[src/rtl/mm_pkg.sv]
package mm_pkg;

	localparam int MAX_DIM_DEF = 8;
	localparam int DIM_W       = 4;
	localparam int IDX_W       = 3;
	localparam int ADDR_MAX_W  = 6;
	localparam int WORD_W      = 32;
	localparam int CMD_DEPTH   = 4;
	localparam int RES_DEPTH   = 4;
	localparam int RES_CNT_W   = $clog2(RES_DEPTH + 1);

	localparam logic [1:0] REQ_LOAD_A = 2'd0;
	localparam logic [1:0] REQ_LOAD_B = 2'd1;
	localparam logic [1:0] REQ_START  = 2'd2;

	localparam logic [1:0] KIND_LOAD_A = 2'd0;
	localparam logic [1:0] KIND_LOAD_B = 2'd1;
	localparam logic [1:0] KIND_START  = 2'd2;

	localparam logic [1:0] REG_ROWS_A    = 2'd0;
	localparam logic [1:0] REG_INNER_LEN = 2'd1;
	localparam logic [1:0] REG_COLS_B    = 2'd2;

	typedef struct packed {
		logic [1:0]            kind;
		logic [ADDR_MAX_W-1:0] addr;
		logic [WORD_W-1:0]     value;
	} cmd_t;

	typedef struct packed {
		logic              last;
		logic [IDX_W-1:0]  col;
		logic [IDX_W-1:0]  row;
		logic [WORD_W-1:0] product;
	} res_t;

	function automatic logic [DIM_W-1:0] clamp_dim(input logic [DIM_W-1:0] v,
			input logic [DIM_W-1:0] hi);
		logic [DIM_W-1:0] r;
		if (v == '0) begin
			r = DIM_W'(1);
		end else if (v > hi) begin
			r = hi;
		end else begin
			r = v;
		end
		return r;
	endfunction

endpackage

[src/rtl/mm_fifo.sv]
module mm_fifo
	import mm_pkg::*;
#(
	parameter int W     = 8,
	parameter int DEPTH = 4
) (
	input  logic         clk,
	input  logic         arst_n,
	input  logic         wr_en,
	input  logic [W-1:0] wr_data,
	output logic         full,
	input  logic         rd_en,
	output logic [W-1:0] rd_data,
	output logic         empty
);

	localparam int PW = (DEPTH > 1) ? $clog2(DEPTH) : 1;
	localparam int CW = $clog2(DEPTH + 1);

	logic [W-1:0]  mem_q [DEPTH];
	logic [PW-1:0] wr_ptr_q;
	logic [PW-1:0] rd_ptr_q;
	logic [CW-1:0] cnt_q;

	assign full    = (cnt_q == CW'(DEPTH));
	assign empty   = (cnt_q == '0);
	assign rd_data = mem_q[rd_ptr_q];

	always_ff @(posedge clk) begin
		if (wr_en) begin
			mem_q[wr_ptr_q] <= wr_data;
		end
	end

	always_ff @(posedge clk or negedge arst_n) begin
		if (!arst_n) begin
			wr_ptr_q <= '0;
			rd_ptr_q <= '0;
			cnt_q    <= '0;
		end else begin
			if (wr_en) begin
				wr_ptr_q <= (wr_ptr_q == PW'(DEPTH - 1)) ? '0 : wr_ptr_q + PW'(1);
			end
			if (rd_en) begin
				rd_ptr_q <= (rd_ptr_q == PW'(DEPTH - 1)) ? '0 : rd_ptr_q + PW'(1);
			end
			if (wr_en && !rd_en) begin
				cnt_q <= cnt_q + CW'(1);
			end else if (rd_en && !wr_en) begin
				cnt_q <= cnt_q - CW'(1);
			end
		end
	end

endmodule

[config.mk]
export PLATFORM = sky130hd
export DESIGN_NAME = mm_fifo
export DESIGN_NICKNAME = d
export VERILOG_FILES = /design/src/rtl/mm_pkg.sv /design/src/rtl/mm_fifo.sv
export SDC_FILE = /design/constraint.sdc
export NUM_CORES = 1
export LEC_CHECK = 0
export ABC_AREA = 1
export BUFFER_PORTS_ARGS = -buffer_cell sky130_fd_sc_hd__buf_2
export CAP_MARGIN = 20
export CORE_MARGIN = 8
export CORE_UTILIZATION = 63
export CTS_BUF_LIST = sky130_fd_sc_hd__clkbuf_4 sky130_fd_sc_hd__clkbuf_8
export DETAILED_ROUTE_END_ITERATION = 10
export PLACE_DENSITY = 0.86
export SETUP_SLACK_MARGIN = 0.2
export SYNTH_ARGS = -nofsm -noshare
export SYNTH_HDL_FRONTEND = slang
export SYNTH_SLANG_ARGS = --single-unit
[constraint.sdc]
create_clock -name clk -period 2.6 [get_ports clk]
set_input_delay 0.26 -clock clk [delete_from_list [all_inputs] [get_ports clk]]
set_output_delay 0.26 -clock clk [all_outputs]
set_load 0.005 [all_outputs]
==> summary.md, run 1 <==
| Metric | Value |
|---|---|
| Mux contribution to synthesized area | 0% |
| Crit path to | rd_data[3] |
| Compound-Gate Fraction of Synth Area | 8.52% |
| Clock Skew | approximately 0.013 ns |
| Met2 track demand over resource | 25.4% |
| Synth Instances | roughly 140 |
| Worst r2r path cells | 4 |
| # rows | 19 |
| Startpoint types | register |
| Synth Area in Simple Gates | about a tenth |
| Max Cap Viol | 0 |
| Largest net degree at the start of global routing | 34 |
| Initial cell density of the core | between 60% and 70% |
| Cts hold-fix bufs | 1 |
| Total track usage | between 10% and 20% |
| Relative slew slack | approximately two thirds |
| Fmax | around 530 MHz |
| Die area | about 4600 um2 |
| Share of cells above drive strength 1 | between 10% and 20% |
| Vias in the first global route | 1082 |
| GRT met1 Usage | between 10% and 20% |
| Worst VDD drop | about 0.73 mV |
| Final wirelength | between 3000 and 4000 um |
| Clock buffer count from CTS | 5 |
| Main combinational cell family by area after synthesis | simple AND/OR/NAND/NOR gates |
| Post-synthesis cell type count | 17 |
| Adder-cell share of the synthesized area | about 5.6% |
| Setup TNS | 0 ns |
| Leading cell types in the layout, fill and taps excluded | nand2_1, edfxtp_1, inv_1 |
| Synth Area per Inst | 11.8 um2 |
| Io pins | 22 |
| Slew Limit Fails | 0 |
| Synth Warn # | 0 |
| Fillers | 205 |
| Worst slew pin tran | a little under 0.5 ns |
| PwrDens | approximately 970 nW/um2 |
| Area delta synth->final | 9.70% |
| Reg-to-reg endpoint | mem_q[0][6]$_DFFE_PP_ |
| Worst Hold Depth | 1 |
| HPWL after detailed placement | between 2000 and 2500 um |
| Root buf cell | clkbuf_4 |
| Endpoints failing setup | 0 |
| Syn nets | ~160 |
| Die W | 68.0 um |
| Worst Setup SP | rd_ptr_q[0]$_DFFE_PN0P_ |
| Die height | between 60 and 70 um |
| Vias/cell | between 5 and 6 |
| Crit-path max FO | 33 |
| Post-synthesis cell area | approximately 1700 um2 |
| Worst Setup End Kind | output port |
| First-pass GRT wire length | 4910 um |
| Most used routing layer | met2 |
| Status | finished clean |
| Period Utilization, post-route | 72.1% |
| Nets | 188 |
| GPL Wtd Cong | 0.822 |
| Leakage power | between 0.8 and 0.9 nW |
| Most common cell after layout, fill and taps aside | nand2_1 |
| Inserted Diodes | 0 |
| Final ANT Viol Nets | 0 |
| Core area | 2660 um2 |
| Fin util | roughly 70% |
| Count of final hold-check violations | 0 |
| R2R Path Start | wr_ptr_q[0]$_DFFE_PN0P_ |
| WS Path Type | register to output port |
| DR DRC count | 0 |
| CTS tree | done |
| DR iter-0 viols | 60 |
| First-pass DRT Iterations | 4 |
| Xor and xnor fraction of the mapped netlist area | 0.514% |
| Min-delay worst type | input port to register |
| Fin crit period | 1.88 ns |
| Clk buf depth | 2 |
| Clk pin slew, worst setup/hold paths | ~0.12 ns |
| Crit path DAT | 1.62 ns |
| Post-layout power | roughly 0.0018 W |
| Clk sinks | 39 |
| CP required | 2.34 ns |
| Unrepaired setup endpoints after global routing | no |
| H-Tree Depth | 2 |
| Grt met3 use | approximately 5.7% |
| Reg-to-reg slack, setup | 1.23 ns |
| DR vias | ~1100 |
| DR WL/cell | roughly 15 um |
| IO buf count | 21 |
| Worst skew pair latency | 0.35 ns |
| Post-synthesis register bit count | 39 |
| GRT overflow | 0 |
| Antenna violations before repair | 0 |
| Post-CTS Resized | 0 |
| Post-synthesis sequential area ratio | 66.7% |
| Post-CTS Setup Inserts | 0 |
## cell families after synthesis
group / Yosys count
xor+xnor: 1
fa+ha+maj: 7
flops: 39
buf+inv: 33
simple gates: 43
compound gates: 21
## synthesized netlist by cell type, drive strengths merged
library cell / count / share of area, %
o211ai: 16 / 7.1
buf: 4 / 2.4
xnor2: 1 / 0.51
a21oi: 1 / 0.29
inv: 29 / 6.4
o21ai: 4 / 1.2
dfrtp: 7 / 10
nor2: 1 / 0.22
nand3: 1 / 0.29
fa: 1 / 1.2
nor3: 2 / 0.59
edfxtp: 32 / 56
nand4: 1 / 0.37
nand2: 38 / 8.4
ha: 6 / 4.4
## report_power, final
group          leakage (nW)  internal (W)  switching (W)
Sequential            0.378      0.000829      0.0000971
Clock                0.0347      0.000101       0.000193
Combinational         0.443      0.000230       0.000359
## flip-flops by register name, summed over array words and instances, names as in the netlist
| name | cells |
|---|---|
| rd_ptr_q | 2 |
| cnt_q | 3 |
| wr_ptr_q | 2 |
| mem_q | 32 |
## worst min-delay path by stage
stage                     slack (ns)        from                       to
after global placement          0.10      arst_n  rd_ptr_q[0]$_DFFE_PN0P_
after global routing            0.10  wr_data[1]    mem_q[3][1]$_DFFE_PP_
after detailed placement        0.10      arst_n  rd_ptr_q[0]$_DFFE_PN0P_
after CTS                       0.11  wr_data[7]    mem_q[3][7]$_DFFE_PP_
final                           0.11  wr_data[7]    mem_q[2][7]$_DFFE_PP_
after floorplan                -0.04      arst_n     cnt_q[0]$_DFFE_PN0P_
## per-stage QoR
step | cell area (um2) | setup WS (ns) | cells | hold slack (ns)
6_report | 1870 | 0.725 | 201 | 0.113
5_1_grt | 1870 | 0.562 | 201 | 0.104
4_1_cts | 1870 | 0.724 | 201 | 0.110
3_5_place_dp | 1810 | 1.08 | 192 | 0.103
3_3_place_gp | 1810 | 1.20 | 192 | 0.101
2_1_floorplan | 1700 | 1.38 | 144 | -0.0356
## metal layers
metal | up-vias | part of all wire, %
met1 | 515 | 37
met2 | 36 | 54
met3 | 7 | 6.7
li1 | 531 | -
met5 | - | 0
met4 | 0 | 1.8
## layout make-up
cell class | instances | area (um2) | share of cell area [%]
Timing Repair Buffer | 22 | 115 | 6.16
Inverter | 29 | 109 | 5.83
Tap cell | 31 | 38.8 | 2.08
Sequential cell | 39 | 1140 | 60.8
Clock inverter | 3 | 15.0 | 0.804
Clock buffer | 5 | 37.5 | 2.01
Multi-Input combinational cell | 72 | 417 | 22.3
## critical path, cell delays in order (launching register included)
cell and delay (ns):
dfrtp_1 0.43, inv_2 0.38, nand2_1 0.13, o211ai_1 0.13, nand2_1 0.06, buf_2 0.13
Power figures use the tool's default switching activity.
==> run 2: changes to the inputs <==
--- a/config.mk
+++ b/config.mk
@@ -9,10 +9,10 @@
 export BUFFER_PORTS_ARGS = -buffer_cell sky130_fd_sc_hd__buf_2
 export CAP_MARGIN = 20
 export CORE_MARGIN = 8
-export CORE_UTILIZATION = 63
+export CORE_UTILIZATION = 59
 export CTS_BUF_LIST = sky130_fd_sc_hd__clkbuf_4 sky130_fd_sc_hd__clkbuf_8
 export DETAILED_ROUTE_END_ITERATION = 10
-export PLACE_DENSITY = 0.86
+export PLACE_DENSITY = 0.81
 export SETUP_SLACK_MARGIN = 0.2
 export SYNTH_ARGS = -nofsm -noshare
 export SYNTH_HDL_FRONTEND = slang
==> constraint.sdc (replaced) <==
create_clock -name clk -period 1.8 [get_ports clk]
set_input_delay 0.18 -clock clk [delete_from_list [all_inputs] [get_ports clk]]
set_output_delay 0.18 -clock clk [all_outputs]
set_load 0.005 [all_outputs]
==> run 2 against run 1 <==
Net effect:
- cell count grew 0.50%
- die area grew 5.2%
- global-route usage shrank 1.2 points
- power grew 53%
- clock skew shrank 0.0084 ns
- first-iteration DRC count shrank 3.3%
- hold slack lost 0.063 ns
- count of clock-buffer cells in the layout grew 3
- clock power grew 74%
- critical path type unchanged
- critical endpoint is now rd_data[1]
==> summary.md, run 2 (synthesis gave the netlist of run 1 again) <==
| Metric | Value |
|---|---|
| Area delta synth->final | 12.0% |
| Setup TNS | 0 ns (unchanged) |
| Fmax | around 640 MHz |
| Min-delay worst type | input port to register |
| Worst r2r path cells | 4 (unchanged) |
| Antenna violations before repair | 0 (unchanged) |
| Clk sinks | 39 (unchanged) |
| Endpoints failing setup | 0 (unchanged) |
| Hold Startpoint | wr_data[0] |
| Count of final hold-check violations | 0 (unchanged) |
| Period Utilization, post-route | 86.7% |
| WS Path Type | register to output port |
| PwrDens | 1450 nW/um2 (+50%) |
| DR WL/cell | 15.3 um (+2.0%) |
| WHS | 0.0498 ns (-0.0630 ns) |
| Core area | 2760 um2 (+3.6%) |
| Met1 WL | 1310 um (+18%) |
| Max Cap Viol | 0 (unchanged) |
| Share of cells above drive strength 1 | 19.9% (+1.6 points) |
| Post-layout power | 0.00276 W (+53%) |
| Reg-to-reg endpoint | mem_q[0][0]$_DFFE_PP_ |
| Clk buf depth | 2 (unchanged) |
| Relative slew slack | 73.4% (+6.4 points) |
| Root buf cell | clkbuf_4 |
| DR vias | 1083 (-0.55%) |
| Clock buffer count from CTS | 5 (unchanged) |
| Slew Limit Fails | 0 (unchanged) |
| First-pass GRT wire length | 5190 um (+5.8%) |
| Initial cell density of the core | 61.8% (-2.2 points) |
| Crit-path max cell delay | 0.50 ns (+0.07 ns) |
| Leading cell types in the layout, fill and taps excluded | nand2_1, edfxtp_1, inv_1 |
| Vias/cell | 5.36 (-1.0%) |
| Worst skew pair latency | 0.34 ns (about the same) |
| CP max-delay cell | dfrtp_2 |
| Largest net degree at the start of global routing | 34 (unchanged) |
| HPWL after detailed placement | 2050 um (-3.3%) |
| Die W | 69.7 um (+2.6%) |
| Status | finished clean |
| Biggest regs | mem_q x32, cnt_q x3 |
| Cells along the critical path | inv_4 > nand2_1 > o211ai_1 > nand2_1 > buf_2 |
| Inserted Diodes | 0 (unchanged) |
| Biggest register | mem_q |
| Die height | 69.7 um (+2.6%) |
| Most common cell after layout, fill and taps aside | nand2_1 |
| DR iter-0 viols | 58 (-3.3%) |
| First-pass DRT Iterations | 4 (unchanged) |
| Clock Skew | 0.00481 ns (-0.00840 ns) |
| Worst hold endpoint | mem_q[1][0]$_DFFE_PP_ |
| Total track usage | 13.4% (-1.2 points) |
| Io pins | 22 (unchanged) |
| Most used cell, CP | nand2_1 |
| Worst Hold Depth | 1 (unchanged) |
| Worst Setup End Kind | output port |
| Number of flip-flops under the largest register name | 32 (unchanged) |
| Vias in the first global route | 1135 (+4.9%) |
| Crit-path max FO | 16 (-52%) |
| DR DRC count | 0 (unchanged) |
| Leakage power | 0.867 nW (+1.3%) |
| R2R Path Start | wr_ptr_q[0]$_DFFE_PN0P_ |
| Layout Cells excl Fill | 202 (+0.50%) |
| Max Used Layer | met4 |
| Reg-to-reg slack, setup | 0.42 ns (-0.81 ns) |
| Met3 WL post-DR | 96 um (-53%) |
| H-Tree Depth | 2 (unchanged) |
| # rows | 19 (unchanged) |
| IO buf count | 21 (unchanged) |
| CP required | 1.62 ns (-0.72 ns) |
| CTS tree | done |
| Nets | 189 (+0.53%) |
| Startpoint types | register |
| Wire length on met2 | 1600 um (-2.5%) |
| GRT overflow | 0 (unchanged) |
| Die area | 4860 um2 (+5.2%) |
| Worst slew pin tran | 0.398 ns (-0.0958 ns) |
| Fin crit period | 1.56 ns |
| Clk pin slew, worst setup/hold paths | 0.10 ns (-0.02 ns) |
| Crit path DAT | 1.38 ns (-0.24 ns) |
| Final ANT Viol Nets | 0 (unchanged) |
| Dpl cells | 192 (unchanged) |
| GPL Wtd Cong | 0.782 (-4.9%) |
| Unrepaired setup endpoints after global routing | yes |
| Final wirelength | 3090 um (+2.5%) |
| Post-CTS Setup Inserts | 0 (unchanged) |
| Worst VDD drop | 1.20 mV (+64%) |
## run 2: cell count changes in the layout (fill, tap and decap cells not counted), sizes merged
cell and change:
clkbuf +3, clkinv -3, inv +1
## run 2: worst max-delay path by stage
stage	start	to	slack, ns	cells past startpoint
2_1_floorplan	cnt_q[0]$_DFFE_PN0P_	cnt_q[2]$_DFFE_PN0P_	0.60	5
3_3_place_gp	wr_en	cnt_q[2]$_DFFE_PN0P_	0.47	8
3_5_place_dp	wr_en	cnt_q[2]$_DFFE_PN0P_	0.40	8
4_1_cts	rd_ptr_q[0]$_DFFE_PN0P_	rd_data[6]	0.21	5
5_1_grt	rd_ptr_q[0]$_DFFE_PN0P_	rd_data[5]	0.16	5
6_report	rd_ptr_q[0]$_DFFE_PN0P_	rd_data[1]	0.24	5
## run 2: routing by layer
metal | vias up | GRT usage (%)
met3 | 9 | 3.86
met1 | 524 | 14.4
li1 | 531 | -
met2 | 19 | 23.0
met4 | 0 | 7.81
met5 | - | 0
## run 2: final cells by class
| class | count | area, um2 |
|---|---|---|
| multi-input combinational | 72 | 417 |
| timing repair buffer | 22 | 115 |
| fill | 201 | 851 |
| inverter | 29 | 119 |
| tap | 31 | 38.8 |
| timing repair inverter | 1 | 6.26 |
| clock buffer | 8 | 72.6 |
| sequential | 39 | 1140 |
## run 2: through the flow
stage | cell area [um2] | setup slack (ns) | util, %
after floorplan | 1700 | 0.600 | -
after global placement | 1810 | 0.475 | 65.5
after detailed placement | 1810 | 0.395 | 65.5
after CTS | 1890 | 0.214 | 68.7
after global routing | 1910 | 0.162 | 69.1
final | 1910 | 0.240 | 69.1
## run 2: power breakdown
group	leakage, nW	switching [W]	internal, W	total (W)
Combinational	0.449	0.000537	0.000349	0.000886
Sequential	0.376	0.000162	0.00120	0.00136
Clock	0.0420	0.000268	0.000245	0.000513
Total	0.867	0.000967	0.00180	0.00276
## run 2: what timing repair did
action | 4_1_cts | 5_1_grt
hold buffers | 1 | 0
resized for setup | 3 | 5
cloned | 0 | 1
setup endpoints to repair | 8 | 8
hold endpoints to repair | 7 | 0
pin swaps | 0 | 1
## run 2: critical path, delay by kind of cell, from the launching register on
kind	cells	cell delay, ns
flip-flops	1	0.50
buffers and inverters	2	0.31
AND/OR/NAND/NOR	2	0.15
AO/OA/AOI/OAI	1	0.09
==> run 3: changes to the inputs <==
--- a/config.mk
+++ b/config.mk
@@ -6,7 +6,7 @@
 export NUM_CORES = 1
 export LEC_CHECK = 0
 export ABC_AREA = 1
-export BUFFER_PORTS_ARGS = -buffer_cell sky130_fd_sc_hd__buf_2
+export BUFFER_PORTS_ARGS = -buffer_cell sky130_fd_sc_hd__buf_4
 export CAP_MARGIN = 20
 export CORE_MARGIN = 8
 export CORE_UTILIZATION = 59
==> constraint.sdc (replaced) <==
create_clock -name clk -period 1.8 [get_ports clk]
set_input_delay 0.27 -clock clk [delete_from_list [all_inputs] [get_ports clk]]
set_output_delay 0.27 -clock clk [all_outputs]
set_load 0.005 [all_outputs]
==> run 3 against run 2 <==
Net effect:
- utilization rose by 5.2 points
- via count rose by 7.0%
- die area did not move
- critical path depth did not move
- critical path type unchanged
- hold slack improved by 0.081 ns
- register-to-register slack improved by 0.03 ns
- combinational power rose by 32%
- clock skew rose by 0.0058 ns
- maximum frequency fell by 4.3%
- clock power rose by 16%
- sequential share of layout area fell by 4.2 points
- first-iteration DRC count rose by 26%
==> summary.md, run 3 (synthesis gave the netlist of run 1 again) <==
| Metric | Value |
|---|---|
| Status | finished clean |
| Io pins | 22 (unchanged) |
| Met2 track demand over resource | 24.5% (+1.5 points) |
| Core area | 2760 um2 (unchanged) |
| Net switching power | 0.00104 W (+8.0%) |
| Largest net degree at the start of global routing | 18 (-47%) |
| Final wirelength | 3360 um (+8.7%) |
| R2R Path Start | wr_ptr_q[0]$_DFFE_PN0P_ |
| Clk sinks | 39 (unchanged) |
| GRT met1 Usage | 14.0% (-0.37 points) |
| Crit path to | rd_data[4] |
| Nets | 197 (+4.2%) |
| CTS tree | done |
| First-pass DRT Iterations | 4 (unchanged) |
| PwrDens | 1510 nW/um2 (+4.2%) |
| Clock Skew | 0.0106 ns (+0.00581 ns) |
| Fin crit period | 1.63 ns (+0.0700 ns) |
| Slew Limit Fails | 0 (unchanged) |
| Grt met3 use | 4.29% (+0.43 points) |
| Post-route cell area | 2050 um2 (+7.5%) |
| Switching Share | 33.8% (-1.2 points) |
| GRT overflow | 0 (unchanged) |
| Crit-path max cell delay | 0.43 ns (-0.07 ns) |
| Crit-path max FO | 8 (-8) |
| DR DRC count | 0 (unchanged) |
| Worst r2r path cells | 4 (unchanged) |
| CP required | 1.53 ns (-0.09 ns) |
| Biggest regs | mem_q x32, cnt_q x3 |
| Clk pin slew, worst setup/hold paths | 0.12 ns (+0.02 ns) |
| Setup TNS | 0 ns (unchanged) |
| DP Area | 1870 um2 (+3.3%) |
| Reg-to-reg endpoint | mem_q[2][6]$_DFFE_PP_ |
| Crit path DAT | 1.36 ns (-0.02 ns) |
| H-Tree Depth | 2 (unchanged) |
| Worst slew pin tran | 0.380 ns (-0.0177 ns) |
| Inserted Diodes | 0 (unchanged) |
| Die height | 69.7 um (unchanged) |
| Root buf cell | clkbuf_4 |
| WS Path Type | register to output port |
| Count of final hold-check violations | 0 (unchanged) |
| Fillers | 189 (-6.0%) |
| Int Pwr | 0.00205 W (+14%) |
| Vias in the first global route | 1166 (+2.7%) |
| # rows | 19 (unchanged) |
| Share of cells above drive strength 1 | 24.6% (+4.7 points) |
| Endpoints failing setup | 0 (unchanged) |
| GPL Wtd Cong | 0.864 (+10%) |
| IO buf count | 21 (unchanged) |
| Worst skew pair latency | 0.33 ns (about the same) |
| Sequential share of power | 42.9% (-6.5 points) |
| Most used routing layer | met2 |
| Worst Setup SP | rd_ptr_q[0]$_DFFE_PN0P_ |
| HPWL after detailed placement | 2160 um (+5.3%) |
| Most common cell after layout, fill and taps aside | nand2_1 |
| Die area | 4860 um2 (unchanged) |
| Reg-to-reg slack, setup | 0.45 ns (+0.03 ns) |
| Leading cell types in the layout, fill and taps excluded | nand2_1, edfxtp_1, inv_1 |
| Worst Setup End Kind | output port |
| Max Cap Viol | 0 (unchanged) |
| Clk buf depth | 2 (unchanged) |
| Clock buffer count from CTS | 5 (unchanged) |
| Unrepaired setup endpoints after global routing | yes |
| Relative slew slack | 74.6% (+1.2 points) |
| DR WL/cell | 16.0 um (+4.5%) |
| Biggest register | mem_q |
| Cells along the critical path | buf_4 > inv_8 > o211ai_1 > nand2_1 > buf_4 |
| Fin util | 74.3% (+5.2 points) |
| DR iter-0 viols | 73 (+26%) |
| Fmax | 613 MHz (-4.3%) |
| Antenna violations before repair | 0 (unchanged) |
| Logic pwr share | 37.8% (+5.7 points) |
| Area delta synth->final | 20.4% |
| Buf/Inv on CP | 3 (+1) |
| First-pass GRT wire length | 5300 um (+2.1%) |
| Levels on crit path | 5 (unchanged) |
| Period Utilization, post-route | 90.6% (+3.9 points) |
| Leakage power | 0.932 nW (+7.5%) |
| Vias/cell | 5.52 (+2.9%) |
| Clock power frac | 19.3% (+0.7 points) |
| Initial cell density of the core | 61.8% (unchanged) |
| Total track usage | 13.5% (+0.026 points) |
| Most used cell, CP | buf_4 |
| Number of flip-flops under the largest register name | 32 (unchanged) |
| Die W | 69.7 um (unchanged) |
| DR vias | 1159 (+7.0%) |
| CP max-delay cell | dfrtp_2 |
| Min-delay worst type | input port to register |
| CP delay by family, top | flip-flops |
| Startpoint types | register |
| Worst VDD drop | 1.17 mV (-2.8%) |
| Final ANT Viol Nets | 0 (unchanged) |
==> run 3: cell count changes in the layout (fill, tap and decap cells not counted), sizes merged <==
cell,change
bufinv,+1
inv,+3
clkinv,+1
clkbuf,-2
buf,+5
==> run 3: layer usage <==
| metal | vias up | wire, um | share of wire (%) |
|---|---|---|---|
| li1 | 556 | - | - |
| met1 | 564 | 1300 | 39 |
| met2 | 31 | 1820 | 54 |
| met3 | 8 | 162 | 4.8 |
| met4 | 0 | 82 | 2.4 |
| met5 | - | 0 | 0 |
==> run 3: cell type report <==
cell class | instances | area, um2 | area share (%)
clock buffers | 6 | 51.3 | 2.50
clock inverters | 2 | 35.0 | 1.71
inverters | 29 | 116 | 5.68
multi-input cells | 72 | 422 | 20.6
flip-flops and latches | 39 | 1140 | 55.6
well taps | 31 | 38.8 | 1.89
repair buffers | 27 | 213 | 10.4
repair inverters | 4 | 35.0 | 1.71
==> run 3: worst min path at each step <==
stage               start                 endpoint  slack, ns  cells after the start
2_1_floorplan      arst_n     cnt_q[0]$_DFFE_PN0P_      -0.03                      0
3_5_place_dp       arst_n  rd_ptr_q[0]$_DFFE_PN0P_       0.09                      1
3_3_place_gp       arst_n     cnt_q[2]$_DFFE_PN0P_       0.09                      1
4_1_cts        wr_data[5]    mem_q[0][5]$_DFFE_PP_       0.12                      1
5_1_grt        wr_data[3]    mem_q[1][3]$_DFFE_PP_       0.11                      1
6_report       wr_data[5]    mem_q[3][5]$_DFFE_PP_       0.13                      1
==> run 3: timing repair <==
item | in CTS | in global routing
endpoints found under the hold margin | 7 | 0
buffers inserted | 0 | 4
resized for setup | 4 | 10
endpoints found under the setup margin | 8 | 8
pin swaps | 0 | 3
hold buffers | 1 | 0
cloned | 1 | 3
==> run 3: per-stage QoR <==
stage	std cells	total power, W	hold WS [ns]	worst slack (ns)
after floorplan	144	0.00194	-0.0256	0.571
after global placement	193	0.00225	0.0881	0.389
after detailed placement	193	0.00233	0.0914	0.300
after CTS	203	0.00296	0.124	0.179
after global routing	210	0.00332	0.112	0.0903
final	210	0.00309	0.131	0.170
==> run 3: power by group through the flow <==
stage	sequential (W)	combinational [W]	clock, W
after floorplan	0.00130	0.000642	0
after global placement	0.00133	0.000916	0
after detailed placement	0.00134	0.000996	0
after CTS	0.00133	0.00102	0.000605
after global routing	0.00136	0.00132	0.000642
final	0.00133	0.00117	0.000597
